[src/design/tlse_pkg.sv]
// ----------------------------------------------------------------------------
// Envelope core package
// Widths, register indexes and the structs that pass between the envelope
// core and its serial divider.
// ----------------------------------------------------------------------------
package tlse_pkg;

    localparam int NUM_SEGMENTS  = 3;
    localparam int MAX_SEGMENTS  = 3;
    localparam int DURATION_BITS = 20;

    localparam int LEVEL_W     = 24;
    localparam int ACC_W       = 32;
    localparam int FRAC_SHIFT  = ACC_W - LEVEL_W;
    localparam int COUNT_W     = DURATION_BITS + 1;
    localparam int SEG_W       = 2;
    localparam int STEP_W      = 7;
    localparam int DIFF_W      = LEVEL_W + 1;
    localparam int DIV_W       = DIFF_W + FRAC_SHIFT;
    localparam int DIV_CNT_W   = $clog2(DIV_W + 1);
    localparam int CFG_INDEX_W = 3;
    localparam int CFG_DATA_W  = (LEVEL_W > DURATION_BITS) ? LEVEL_W : DURATION_BITS;

    localparam logic [DIV_W-1:0] NEG_LIMIT = DIV_W'(1) << (ACC_W - 1);
    localparam logic signed [ACC_W-1:0] ACC_MAX = {1'b0, {(ACC_W - 1){1'b1}}};
    localparam logic signed [ACC_W-1:0] ACC_MIN = {1'b1, {(ACC_W - 1){1'b0}}};

    typedef enum logic [CFG_INDEX_W-1:0] {
        REG_LEVEL_START     = 3'd0,
        REG_LEVEL_ONE       = 3'd1,
        REG_LEVEL_TWO       = 3'd2,
        REG_LEVEL_END       = 3'd3,
        REG_FIRST_DURATION  = 3'd4,
        REG_SECOND_DURATION = 3'd5,
        REG_THIRD_DURATION  = 3'd6
    } reg_index_t;

    typedef struct packed {
        logic                     start;
        logic                     neg;
        logic [DIV_W-1:0]         dividend;
        logic [DURATION_BITS-1:0] divisor;
    } div_req_t;

    typedef struct packed {
        logic                    done;
        logic signed [ACC_W-1:0] quotient;
    } div_rsp_t;

endpackage

[src/design/tlse_if.sv]
// ----------------------------------------------------------------------------
// Envelope core channels
// Valid/ready channels for tick beats and for level result beats.
// ----------------------------------------------------------------------------
interface tlse_tick_if;
    logic                                 valid;
    logic                                 ready;
    logic                                 trigger;
    logic [tlse_pkg::STEP_W-1:0]          step_count;

    modport source (output valid, output trigger, output step_count, input ready);
    modport sink (input valid, input trigger, input step_count, output ready);
endinterface

interface tlse_level_if;
    logic                                 valid;
    logic                                 ready;
    logic signed [tlse_pkg::LEVEL_W-1:0]  level;

    modport source (output valid, output level, input ready);
    modport sink (input valid, input level, output ready);
endinterface

[src/design/tlse_div.sv]
// ----------------------------------------------------------------------------
// Serial increment divider
// Restoring divider, one quotient bit per cycle, with sign restore and
// saturation to the accumulator range in the final D_FIX state.
// ----------------------------------------------------------------------------
module tlse_div (
    input  logic                clk,
    input  logic                rst_n,
    input  tlse_pkg::div_req_t  req,
    output tlse_pkg::div_rsp_t  rsp
);

    typedef enum logic [1:0] {
        D_IDLE,
        D_RUN,
        D_FIX
    } div_state_t;

    div_state_t                              state_reg;
    logic [tlse_pkg::DURATION_BITS-1:0]      rem_reg;
    logic [tlse_pkg::DIV_W-1:0]              quo_reg;
    logic [tlse_pkg::DURATION_BITS-1:0]      divisor_reg;
    logic                                    neg_reg;
    logic [tlse_pkg::DIV_CNT_W-1:0]          cnt_reg;

    logic [tlse_pkg::DURATION_BITS:0]        trial;
    logic [tlse_pkg::DURATION_BITS:0]        trial_sub;
    logic                                    fits;
    logic signed [tlse_pkg::ACC_W-1:0]       result;

    assign trial     = {rem_reg, quo_reg[tlse_pkg::DIV_W-1]};
    assign trial_sub = trial - {1'b0, divisor_reg};
    assign fits      = trial >= {1'b0, divisor_reg};

    always_comb
    begin
        if (neg_reg)
        begin
            if (quo_reg > tlse_pkg::NEG_LIMIT)
            begin
                result = tlse_pkg::ACC_MIN;
            end
            else
            begin
                result = -quo_reg[tlse_pkg::ACC_W-1:0];
            end
        end
        else if (quo_reg[tlse_pkg::DIV_W-1:tlse_pkg::ACC_W-1] != '0)
        begin
            result = tlse_pkg::ACC_MAX;
        end
        else
        begin
            result = quo_reg[tlse_pkg::ACC_W-1:0];
        end
    end

    assign rsp.done     = (state_reg == D_FIX);
    assign rsp.quotient = result;

    always_ff @(posedge clk or negedge rst_n)
    begin
        if (!rst_n)
        begin
            state_reg   <= D_IDLE;
            cnt_reg     <= '0;
            rem_reg     <= '0;
            quo_reg     <= '0;
            divisor_reg <= '0;
            neg_reg     <= 1'b0;
        end
        else
        begin
            case (state_reg)
                D_IDLE:
                begin
                    if (req.start)
                    begin
                        rem_reg     <= '0;
                        quo_reg     <= req.dividend;
                        divisor_reg <= req.divisor;
                        neg_reg     <= req.neg;
                        cnt_reg     <= tlse_pkg::DIV_CNT_W'(tlse_pkg::DIV_W - 1);
                        state_reg   <= D_RUN;
                    end
                end
                D_RUN:
                begin
                    rem_reg <= fits ? trial_sub[tlse_pkg::DURATION_BITS-1:0]
                                    : trial[tlse_pkg::DURATION_BITS-1:0];
                    quo_reg <= {quo_reg[tlse_pkg::DIV_W-2:0], fits};
                    if (cnt_reg == '0)
                    begin
                        state_reg <= D_FIX;
                    end
                    else
                    begin
                        cnt_reg <= cnt_reg - 1'b1;
                    end
                end
                D_FIX:
                begin
                    state_reg <= D_IDLE;
                end
                default:
                begin
                    state_reg <= D_IDLE;
                end
            endcase
        end
    end

endmodule

[src/design/triggered_linear_segment_envelope_core.sv]
// ----------------------------------------------------------------------------
// Triggered linear segment envelope core
// The level beat for a tick is registered: valid in the cycle after the tick beat.
// One tick per cycle while the level channel does not stall, except a tick that
// starts a nonzero-duration segment: the divider holds tick.ready low until done.
// Reset clears all registers, configuration included; no clearing pass.
// ----------------------------------------------------------------------------
module triggered_linear_segment_envelope_core (
    input  logic                                  clk,
    input  logic                                  rst_n,
    input  logic                                  cfg_we,
    input  logic [tlse_pkg::CFG_INDEX_W-1:0]      cfg_index,
    input  logic [tlse_pkg::CFG_DATA_W-1:0]       cfg_data,
    tlse_tick_if.sink                             tick,
    tlse_level_if.source                          envelope
);

    logic signed [tlse_pkg::LEVEL_W-1:0]     levels_reg [4];
    logic [tlse_pkg::DURATION_BITS-1:0]      durations_reg [tlse_pkg::MAX_SEGMENTS];

    logic                                    playing_reg, playing_next;
    logic [tlse_pkg::SEG_W-1:0]              seg_reg, seg_next;
    logic [tlse_pkg::COUNT_W-1:0]            cnt_reg, cnt_next;
    logic signed [tlse_pkg::ACC_W-1:0]       acc_reg, acc_next;
    logic signed [tlse_pkg::ACC_W-1:0]       inc_reg, inc_next;
    logic                                    busy_reg, busy_next;
    logic                                    out_valid_reg, out_valid_next;
    logic signed [tlse_pkg::LEVEL_W-1:0]     level_reg, level_next;

    logic                                    accept;
    logic                                    launch;
    logic [tlse_pkg::SEG_W-1:0]              div_seg;
    logic [tlse_pkg::SEG_W-1:0]              div_seg_nxt;
    logic signed [tlse_pkg::LEVEL_W-1:0]     seg_from;
    logic signed [tlse_pkg::LEVEL_W-1:0]     seg_to;
    logic [tlse_pkg::DURATION_BITS-1:0]      div_dur;
    logic signed [tlse_pkg::DIFF_W-1:0]      diff;
    logic [tlse_pkg::DIFF_W-1:0]             diff_mag;
    logic [tlse_pkg::ACC_W:0]                sum;
    logic signed [tlse_pkg::ACC_W-1:0]       sum_sat;
    logic                                    last_seg;
    tlse_pkg::div_req_t                      div_req;
    tlse_pkg::div_rsp_t                      div_rsp;

    assign accept = tick.valid && tick.ready;
    assign tick.ready = !busy_reg && (!out_valid_reg || envelope.ready);
    assign envelope.valid = out_valid_reg;
    assign envelope.level = level_reg;

    // The next segment's slope: from its start breakpoint to its target.
    assign div_seg     = playing_reg ? seg_reg + 1'b1 : '0;
    assign div_seg_nxt = div_seg + 1'b1;
    assign last_seg    = ({1'b0, div_seg} + 1'b1) >= (tlse_pkg::SEG_W + 1)'(tlse_pkg::NUM_SEGMENTS);
    assign seg_from    = levels_reg[div_seg];
    assign seg_to      = last_seg ? levels_reg[3] : levels_reg[div_seg_nxt];
    assign div_dur     = durations_reg[div_seg];
    assign diff        = {seg_to[tlse_pkg::LEVEL_W-1], seg_to}
                       - {seg_from[tlse_pkg::LEVEL_W-1], seg_from};
    assign diff_mag    = diff[tlse_pkg::DIFF_W-1] ? -diff : diff;

    assign div_req.start    = launch && (div_dur != '0);
    assign div_req.neg      = diff[tlse_pkg::DIFF_W-1];
    assign div_req.dividend = {diff_mag, {tlse_pkg::FRAC_SHIFT{1'b0}}};
    assign div_req.divisor  = div_dur;

    assign sum = {acc_reg[tlse_pkg::ACC_W-1], acc_reg} + {inc_reg[tlse_pkg::ACC_W-1], inc_reg};

    always_comb
    begin
        if (sum[tlse_pkg::ACC_W] != sum[tlse_pkg::ACC_W-1])
        begin
            sum_sat = sum[tlse_pkg::ACC_W] ? tlse_pkg::ACC_MIN : tlse_pkg::ACC_MAX;
        end
        else
        begin
            sum_sat = sum[tlse_pkg::ACC_W-1:0];
        end
    end

    tlse_div u_div (
        .clk   (clk),
        .rst_n (rst_n),
        .req   (div_req),
        .rsp   (div_rsp)
    );

    always_comb
    begin
        playing_next   = playing_reg;
        seg_next       = seg_reg;
        cnt_next       = cnt_reg;
        acc_next       = acc_reg;
        inc_next       = inc_reg;
        busy_next      = busy_reg;
        out_valid_next = out_valid_reg && !envelope.ready;
        level_next     = level_reg;
        launch         = 1'b0;

        if (div_rsp.done)
        begin
            inc_next  = div_rsp.quotient;
            busy_next = 1'b0;
        end

        if (accept)
        begin
            out_valid_next = 1'b1;
            if (!playing_reg)
            begin
                seg_next = '0;
                cnt_next = '0;
                if (tick.trigger)
                begin
                    playing_next = 1'b1;
                    acc_next     = {levels_reg[0], {tlse_pkg::FRAC_SHIFT{1'b0}}};
                    level_next   = levels_reg[0];
                    launch       = 1'b1;
                end
                else
                begin
                    acc_next   = {levels_reg[3], {tlse_pkg::FRAC_SHIFT{1'b0}}};
                    level_next = levels_reg[3];
                end
            end
            else if (cnt_reg < {1'b0, durations_reg[seg_reg]})
            begin
                acc_next   = sum_sat;
                cnt_next   = cnt_reg + {{(tlse_pkg::COUNT_W - tlse_pkg::STEP_W){1'b0}},
                                        tick.step_count};
                level_next = sum_sat[tlse_pkg::ACC_W-1:tlse_pkg::FRAC_SHIFT];
            end
            else
            begin
                cnt_next = '0;
                if (({1'b0, seg_reg} + 1'b1) >=
                    (tlse_pkg::SEG_W + 1)'(tlse_pkg::NUM_SEGMENTS))
                begin
                    playing_next = 1'b0;
                    seg_next     = '0;
                    acc_next     = {levels_reg[3], {tlse_pkg::FRAC_SHIFT{1'b0}}};
                    level_next   = levels_reg[3];
                end
                else
                begin
                    seg_next   = seg_reg + 1'b1;
                    launch     = 1'b1;
                    level_next = acc_reg[tlse_pkg::ACC_W-1:tlse_pkg::FRAC_SHIFT];
                end
            end
        end

        if (launch)
        begin
            if (div_dur == '0)
            begin
                inc_next = '0;
            end
            else
            begin
                busy_next = 1'b1;
            end
        end
    end

    always_ff @(posedge clk or negedge rst_n)
    begin
        if (!rst_n)
        begin
            playing_reg   <= 1'b0;
            seg_reg       <= '0;
            cnt_reg       <= '0;
            acc_reg       <= '0;
            inc_reg       <= '0;
            busy_reg      <= 1'b0;
            out_valid_reg <= 1'b0;
            level_reg     <= '0;
        end
        else
        begin
            playing_reg   <= playing_next;
            seg_reg       <= seg_next;
            cnt_reg       <= cnt_next;
            acc_reg       <= acc_next;
            inc_reg       <= inc_next;
            busy_reg      <= busy_next;
            out_valid_reg <= out_valid_next;
            level_reg     <= level_next;
        end
    end

    always_ff @(posedge clk or negedge rst_n)
    begin
        if (!rst_n)
        begin
            for (int i = 0; i < 4; i++)
            begin
                levels_reg[i] <= '0;
            end
            for (int i = 0; i < tlse_pkg::MAX_SEGMENTS; i++)
            begin
                durations_reg[i] <= '0;
            end
        end
        else if (cfg_we)
        begin
            case (tlse_pkg::reg_index_t'(cfg_index))
                tlse_pkg::REG_LEVEL_START:
                    levels_reg[0] <= cfg_data[tlse_pkg::LEVEL_W-1:0];
                tlse_pkg::REG_LEVEL_ONE:
                    levels_reg[1] <= cfg_data[tlse_pkg::LEVEL_W-1:0];
                tlse_pkg::REG_LEVEL_TWO:
                    levels_reg[2] <= cfg_data[tlse_pkg::LEVEL_W-1:0];
                tlse_pkg::REG_LEVEL_END:
                    levels_reg[3] <= cfg_data[tlse_pkg::LEVEL_W-1:0];
                tlse_pkg::REG_FIRST_DURATION:
                    durations_reg[0] <= cfg_data[tlse_pkg::DURATION_BITS-1:0];
                tlse_pkg::REG_SECOND_DURATION:
                    durations_reg[1] <= cfg_data[tlse_pkg::DURATION_BITS-1:0];
                tlse_pkg::REG_THIRD_DURATION:
                    durations_reg[2] <= cfg_data[tlse_pkg::DURATION_BITS-1:0];
                default:
                begin
                end
            endcase
        end
    end

    // A finished division always belongs to a tick that is still holding input off.
    a_done_while_busy: assert property (@(posedge clk) disable iff (!rst_n)
        div_rsp.done |-> busy_reg)
        else $error("divider finished with no pending segment start");

    // Every accepted tick leaves a level beat waiting in the next cycle.
    a_result_follows: assert property (@(posedge clk) disable iff (!rst_n)
        accept |=> out_valid_reg)
        else $error("accepted tick produced no level beat");

    // Idle keeps the segment index and counter cleared.
    a_idle_clear: assert property (@(posedge clk) disable iff (!rst_n)
        !playing_reg |-> (seg_reg == '0) && (cnt_reg == '0))
        else $error("segment state not cleared while idle");

    // The segment index never passes the last segment.
    a_seg_range: assert property (@(posedge clk) disable iff (!rst_n)
        {1'b0, seg_reg} < (tlse_pkg::SEG_W + 1)'(tlse_pkg::NUM_SEGMENTS))
        else $error("segment index out of range");

endmodule

[src/flat_wrapper.sv]
// flat-port wrapper written by rule: the top's interface ports become plain ports
module triggered_linear_segment_envelope_core_flat 
  (clk, rst_n, cfg_we, cfg_index, cfg_data, tick_valid, tick_trigger, tick_step_count, tick_ready, envelope_valid, envelope_level, envelope_ready);
  tlse_tick_if tick_i ();
  tlse_level_if envelope_i ();
  input  logic clk;
  input  logic rst_n;
  input  logic cfg_we;
  input  logic [tlse_pkg::CFG_INDEX_W-1:0] cfg_index;
  input  logic [tlse_pkg::CFG_DATA_W-1:0] cfg_data;
  input wire logic [$bits(tick_i.valid)-1:0] tick_valid;
  input wire logic [$bits(tick_i.trigger)-1:0] tick_trigger;
  input wire logic [$bits(tick_i.step_count)-1:0] tick_step_count;
  output wire logic [$bits(tick_i.ready)-1:0] tick_ready;
  output wire logic [$bits(envelope_i.valid)-1:0] envelope_valid;
  output wire logic [$bits(envelope_i.level)-1:0] envelope_level;
  input wire logic [$bits(envelope_i.ready)-1:0] envelope_ready;
  assign tick_i.valid = tick_valid;
  assign tick_i.trigger = tick_trigger;
  assign tick_i.step_count = tick_step_count;
  assign tick_ready = tick_i.ready;
  assign envelope_valid = envelope_i.valid;
  assign envelope_level = envelope_i.level;
  assign envelope_i.ready = envelope_ready;
  triggered_linear_segment_envelope_core u_core (.clk(clk), .rst_n(rst_n), .cfg_we(cfg_we), .cfg_index(cfg_index), .cfg_data(cfg_data), .tick(tick_i), .envelope(envelope_i));
endmodule
[config.mk]
export PLATFORM = sky130hd
export DESIGN_NAME = triggered_linear_segment_envelope_core_flat
export DESIGN_NICKNAME = d
export VERILOG_FILES = /design/src/design/tlse_pkg.sv /design/src/design/tlse_if.sv /design/src/design/tlse_div.sv /design/src/design/triggered_linear_segment_envelope_core.sv /design/src/flat_wrapper.sv
export SDC_FILE = /design/constraint.sdc
export NUM_CORES = 1
export LEC_CHECK = 0
export BUFFER_PORTS_ARGS = -buffer_cell sky130_fd_sc_hd__clkbuf_2
export CORE_MARGIN = 10
export CORE_UTILIZATION = 25
export CTS_CLUSTER_DIAMETER = 200
export DETAILED_ROUTE_END_ITERATION = 8
export GPL_TIMING_DRIVEN = 0
export PLACE_DENSITY = 0.47
export SYNTH_ARGS = -nofsm -noshare
export SYNTH_HDL_FRONTEND = slang
export SYNTH_SLANG_ARGS = --single-unit
[constraint.sdc]
create_clock -name clk -period 13.16 [get_ports clk]
set_clock_uncertainty 0.2 [all_clocks]
set_input_delay 0 -clock clk [delete_from_list [all_inputs] [get_ports clk]]
set_output_delay 0 -clock clk [all_outputs]
set_load 0.005 [all_outputs]
Word level (Yosys, flattened, before mapping)
Index checks and enable logic that the tools add are counted.
- register bits: 352
- output and inout port bits: 26
- add/sub/neg operators: 11
- order comparisons: 8
- equal/unequal tests: 14
- mux-type cells: 58
- bitwise operators: 3
- reductions and logical operators: 28
- operators with widths (kind ; number):
    32-bit two-way mux ; 12
    24-bit two-way mux ; 9
    20-bit two-way mux ; 6
    24-bit binary-select mux with 2-bit select ; 2
    20-bit binary-select mux with 2-bit select ; 2
    33-bit case mux with 2 select lines ; 1
    21-bit two-way mux ; 2
    20-bit case mux with 2 select lines ; 1
    32-bit by 32-bit adder with 33-bit output ; 1
    33-bit by 32-bit greater-than comparator with 1-bit output (second input constant) ; 1
    33-bit two-way mux ; 1
    32-bit negation ; 1
    25-bit two-way mux ; 1
    25-bit negation ; 1
    24-bit by 24-bit subtractor with 25-bit output ; 1
    2-bit AND reduction ; 12
    21-bit by 7-bit adder with 21-bit output ; 1
    21-bit by 20-bit greater-or-equal comparator with 1-bit output ; 1
    21-bit by 20-bit less-than comparator with 1-bit output ; 1
    20-bit logical NOT ; 1
    20-bit nonzero test ; 1
    20-bit subtractor ; 1
    2-bit two-way mux ; 6
    6-bit two-way mux ; 2
    other kinds (26) ; 54

Logic depth before layout (Yosys ltp)
- depth in word-level cells: 13
- gate-level depth with buffers: 27
- gate-level depth less buffers: 22

Hierarchy
From an unflattened synthesis, not the netlist that was laid out.
- cells, all modules: 2802
- area, all modules: 24239.5 um^2
- by module, submodules not included (module ; times used ; cells each ; area each (um^2) ; seq. area each (um^2)):
    triggered_linear_segment_envelope_core ; 1 ; 2053 ; 18260.0 ; 6756.5
    tlse_div ; 1 ; 749 ; 5979.5 ; 2052.0

Worst setup path after synthesis
No wires, ideal clock.
- path kind: register to register
- start: reg u_core.seg_reg[0] (netlist bit)
- end: reg u_core.u_div.quo_reg[31] (netlist bit)
- library setup time: 0.087 ns
- data arrival time: 6.119 ns
- data required time: 12.873 ns
- setup slack: 6.755 ns
- stages on the path, launching flop included: 27
- buffers on the path: 6
- period minus slack after synthesis: 6.405 ns
- cell sequence: dfrtp_1 -> clkbuf_1 -> inv_1 -> clkbuf_1 -> ha_1 -> nand2_2 -> inv_2 -> clkbuf_1 -> ha_1 -> clkbuf_1 -> nor3_1 -> clkbuf_1 -> nand3_1 -> o21ai_0 -> a21oi_1 -> ha_1 -> clkbuf_1 -> a211o_1 -> or2_1 -> o32a_2 -> a2111oi_4 -> a41oi_2 -> a2bb2oi_2 -> or3_4 -> or4_1 -> or3_1 -> o211ai_1
- cells in the longest elaborated chain, start to end: 13
- RTL lines (element ; RTL line ; source):
    start: declaration ; triggered_linear_segment_envelope_core.sv:22 ; logic [tlse_pkg::SEG_W-1:0] seg_reg, seg_next;
    start signal: assignment ; triggered_linear_segment_envelope_core.sv:181 ; seg_reg <= seg_next;
    2-bit by 1-bit adder with 2-bit output ; triggered_linear_segment_envelope_core.sv:51 ; assign div_seg = playing_reg ? seg_reg + 1'b1 : '0;
    2-bit two-way mux ; triggered_linear_segment_envelope_core.sv:51 ;
    2-bit by 1-bit adder with 2-bit output ; triggered_linear_segment_envelope_core.sv:52 ; assign div_seg_nxt = div_seg + 1'b1;
    2-bit inverter with 3-bit output (implied by the code) ; triggered_linear_segment_envelope_core.sv:55 ; assign seg_to = last_seg ? levels_reg[3] : levels_reg[div_seg_nxt];
    24-bit binary-select mux with 2-bit select ; triggered_linear_segment_envelope_core.sv:55 ;
    24-bit two-way mux (implied by the code) (2 in series) ; triggered_linear_segment_envelope_core.sv:55 ;
    24-bit two-way mux ; triggered_linear_segment_envelope_core.sv:55 ;
    24-bit by 24-bit subtractor with 25-bit output ; triggered_linear_segment_envelope_core.sv:58 ; - {seg_from[tlse_pkg::LEVEL_W-1], seg_from};
    25-bit negation ; triggered_linear_segment_envelope_core.sv:59 ; assign diff_mag = diff[tlse_pkg::DIFF_W-1] ? -diff : diff;
    25-bit two-way mux ; triggered_linear_segment_envelope_core.sv:59 ;
    33-bit two-way mux ; tlse_div.sv:77 ; if (req.start)
    33-bit case mux with 2 select lines ; tlse_div.sv:74 ; case (state_reg)
    end signal: assignment ; tlse_div.sv:80 ; quo_reg <= req.dividend;
    end signal: assignment ; tlse_div.sv:91 ; quo_reg <= {quo_reg[tlse_pkg::DIV_W-2:0], fits};
    end: declaration ; tlse_div.sv:21 ; logic [tlse_pkg::DIV_W-1:0] quo_reg;
Parallel ways exist; a longest one is shown, timed or not. The select of a mux whose other input is x is not followed.
A chain may end at the register's enable or synchronous reset.

Worst setup path in the final report
- start: reg u_core.seg_reg[0] (netlist bit)
- end: reg u_core.u_div.quo_reg[29] (netlist bit)
Same word-level chain as after synthesis.

==> impl_metrics.py <==
metrics = {
    "synth": {
        "yosys_register_bits": 352,
        "synth.mux.area_fraction_pct": 10.32,
        "synth_compound_area_share_pct": 20.41,
        "synth_adder_area_share_pct": 6.298,
        "dominant_combinational_cell_family_by_area_after_synthesis": "compound AO/OA/AOI/OAI gates",
        "synth.most_common_cell": "dfrtp_1",
        "number_of_synthesized_flops_with_an_enable_pin": 0,
        "synth_area_leaders": "dfrtp_1 37%, mux2_2 8.2%, ha_1 6.0%, nand2_1 4.7%, o21ai_0 4.1%",
        "postSynth.asyncResetShare_pct": 100.0,
        "seq_area_frac_synth_pct": 37.44,
        "synth_simple_gate_area_share_pct": 18.08,
        "yosys_most_used_dff": "dfrtp_1",
        "synth_largest_area_cell": "dfrtp_1",
        "yosysUniqueCellTypes": 94,
        "syn-mean-instance-area_um2": 8.900,
        "syn_inst": 2643,
        "yosys.area_share.xor_xnor_pct": 3.681,
        "yosysWarnings": 0,
        "synth.top_cells.by_count": "352 x dfrtp_1, 295 x nand2_1, 226 x nor2_1",
        "synthesis.area_um2": 23520,
        "syn_nets": 2799,
        "proportion_of_netlist_area_held_by_the_largest_area_contributor_pct": 37.44,
    },
    "cts": {
        "cts_inserted_buffers": 41,
        "tritoncts_clock_tree": "built",
        "worst_skew_pair.late_latency_ps": 590,
        "clock-sinks": 352,
        "clock_tree.root_cell": "clkbuf_16",
        "cts_buffer_depth": 3,
        "clk_pin_slew_worst_paths_ps": 60,
        "cts_htree_levels": 2,
    },
    "routing": {
        "post_drt_via_cell_ratio": 5.155,
        "ant_nets": 0,
        "drt-wirelength-per-cell_um": 22.07,
        "drt_pass1_iterations": 6,
        "detail_route.wirelength_um": 90080,
        "first_iter_violations": 1936,
        "route.vias.total": 21040,
        "route.detailed.drc": 0,
    },
    "worst_setup_path": {
        "worst-endpoint-required_ps": 13480,
        "start_kind": "flop",
        "endpoint_kind": "flop",
        "critPathKind": "reg2reg",
        "crit_path_max_fanout": 11,
        "arrival_ps": 9520,
    },
    "floorplanning": {
        "die-width_um": 326.8,
        "chip_height_um": 326.8,
        "design.die.area_um2": 106800,
        "core_area_um2": 93330,
        "floorplan.rows": 112,
        "ioPinCount": 66,
        "start_util_pct": 25.21,
    },
    "timing": {
        "fmaxAchievable_ghz": 0.1086,
        "finalCritPeriodShare_pct": 69.96,
        "rsz0062_at_grt": "false",
        "timing.final.max_slew_violations": 0,
        "worst_pin_slew_ps": 1185,
        "min_period_ps": 9206,
        "setup_tns_ps": 0,
        "max_slew_margin_pct": 20.97,
        "hold_violations": 0,
        "final-setup-viol-count": 0,
    },
    "global_route": {
        "grt_util_all_layers_pct": 16.33,
        "grt_max_degree": 95,
        "first_global_vias": 19910,
        "wire_length_of_the_first_global_routing_pass_um": 135000,
        "overflow": 0,
        "antenna_found_initial": 3,
    },
    "finish": {
        "finalNetCount": 2951,
        "largest_register_ffs": 96,
        "drive_above_1_share_pct": 12.74,
        "num-fill-cells": 10040,
        "final_area_um2": 27380,
        "flow.area_growth_from_synthesis_pct": 16.39,
    },
    "job": {
        "drv_cap": 0,
    },
    "placed_design": {
        "post-dp-hpwl_um": 70100,
        "portBuffers": 62,
        "postPlaceCellArea_um2": 25490,
        "place.gp.congestion": 0.9202,
    },
    "min_path": {
        "timing.hold.worst.class": "in2reg",
    },
    "run_status": {
        "status": "finished clean",
    },
}
metrics by stage:
| stage | worst slack (ps) | instances | util, % | hold slack, ps |
|---|---|---|---|---|
| final | 3954 | 4082 | 29.34 | 29.98 |
| after global routing | 3580 | 4080 | 29.33 | 72.54 |
| after CTS | 4163 | 4080 | 29.33 | 14.12 |
| after detailed placement | 4216 | 3962 | 27.32 | -83.66 |
| after global placement | 3417 | 3959 | 27.22 | 110.9 |
| after floorplan | 6755 | 2643 | - | -495.6 |
path summary, 6_finish.rpt:
| kind | start | depth (start not counted) | slack [ps] | endpoint |
|---|---|---|---|---|
| worst min-delay path | cfg_index[2] | 3 | 30 | u_core.levels_reg[51]$_DFFE_PN0P_ |
| worst min register to register | u_core.envelope.level[2]$_DFFE_PN0P_ | 2 | 270 | u_core.envelope.level[2]$_DFFE_PN0P_ |
| max in group asynchronous | rst_n | 5 | 11440 | u_core.envelope.level[4]$_DFFE_PN0P_ |
| worst max register to register | u_core.seg_reg[0]$_DFFE_PN0P_ | 25 | 3950 | u_core.u_div.quo_reg[29]$_DFFE_PN0P_ |
| worst max-delay path | u_core.seg_reg[0]$_DFFE_PN0P_ | 25 | 3950 | u_core.u_div.quo_reg[29]$_DFFE_PN0P_ |
| min in group asynchronous | rst_n | 4 | 380 | u_core.durations_reg[14]$_DFFE_PN0P_ |
worst max-delay path, cell delays in order, from the launching register on:
cell,delay [ps]
dfrtp_1,580
clkbuf_1,660
inv_1,220
clkbuf_1,390
ha_1,490
nand2_2,100
inv_2,160
clkbuf_1,470
ha_1,340
clkbuf_1,200
nor3_1,630
clkbuf_1,510
nand3_1,120
o21ai_0,100
a21oi_1,90
ha_1,360
clkbuf_1,240
a21oi_1,370
o21ai_0,210
a221oi_1,820
nand2_1,180
a31oi_1,280
nor2b_1,90
xor2_1,710
or4b_1,500
nand3_1,90
area by class of cell:
class,count,area [um2],area share (%)
Antenna cell,2,5.005,0.01828
Buffer,164,663.1,2.422
Clock buffer,55,1159,4.232
Clock inverter,19,262.8,0.9597
Inverter,59,221.5,0.8089
Multi-Input combinational cell,2068,13830,50.52
Sequential cell,352,8808,32.17
Tap cell,1254,1569,5.731
Timing Repair Buffer,109,859.6,3.140
kinds of logic after synthesis:
group	after synthesis
XOR/XNOR	98
buffers and inverters	223
AO/OA/AOI/OAI	732
multiplexers	221
AND/OR/NAND/NOR	901
adder cells (fa/ha/maj)	116
flip-flops	352
per-layer routing:
layer,GRT usage (%),share of wire (%)
met5,0,0
met4,3.984,2.4
met3,2.380,6.1
met2,24.79,43
met1,23.95,48
cell usage in the layout (no fill, tap or decap), types with 41 or more instances in the layout:
| cell | instances |
|---|---|
| nor3_1 | 78 |
| ha_1 | 112 |
| dlygate4sd3_1 | 43 |
| nand2_1 | 295 |
| mux2_2 | 172 |
| clkbuf_1 | 144 |
| nand3_1 | 99 |
| inv_1 | 55 |
| clkbuf_16 | 41 |
| dfrtp_1 | 352 |
| clkbuf_2 | 61 |
| nor2_1 | 226 |
| o21ai_0 | 195 |
| mux2i_1 | 49 |
| xnor2_1 | 58 |
| a21oi_1 | 177 |
timing repair:
action	CTS	global route
hold endpoints to repair	428	0
setup buffers	0	0
hold buffers	44	0
gates resized for setup	0	0
Power is not shown: default switching activity piles up to over one toggle a cycle in this logic, so the estimate is an artifact.
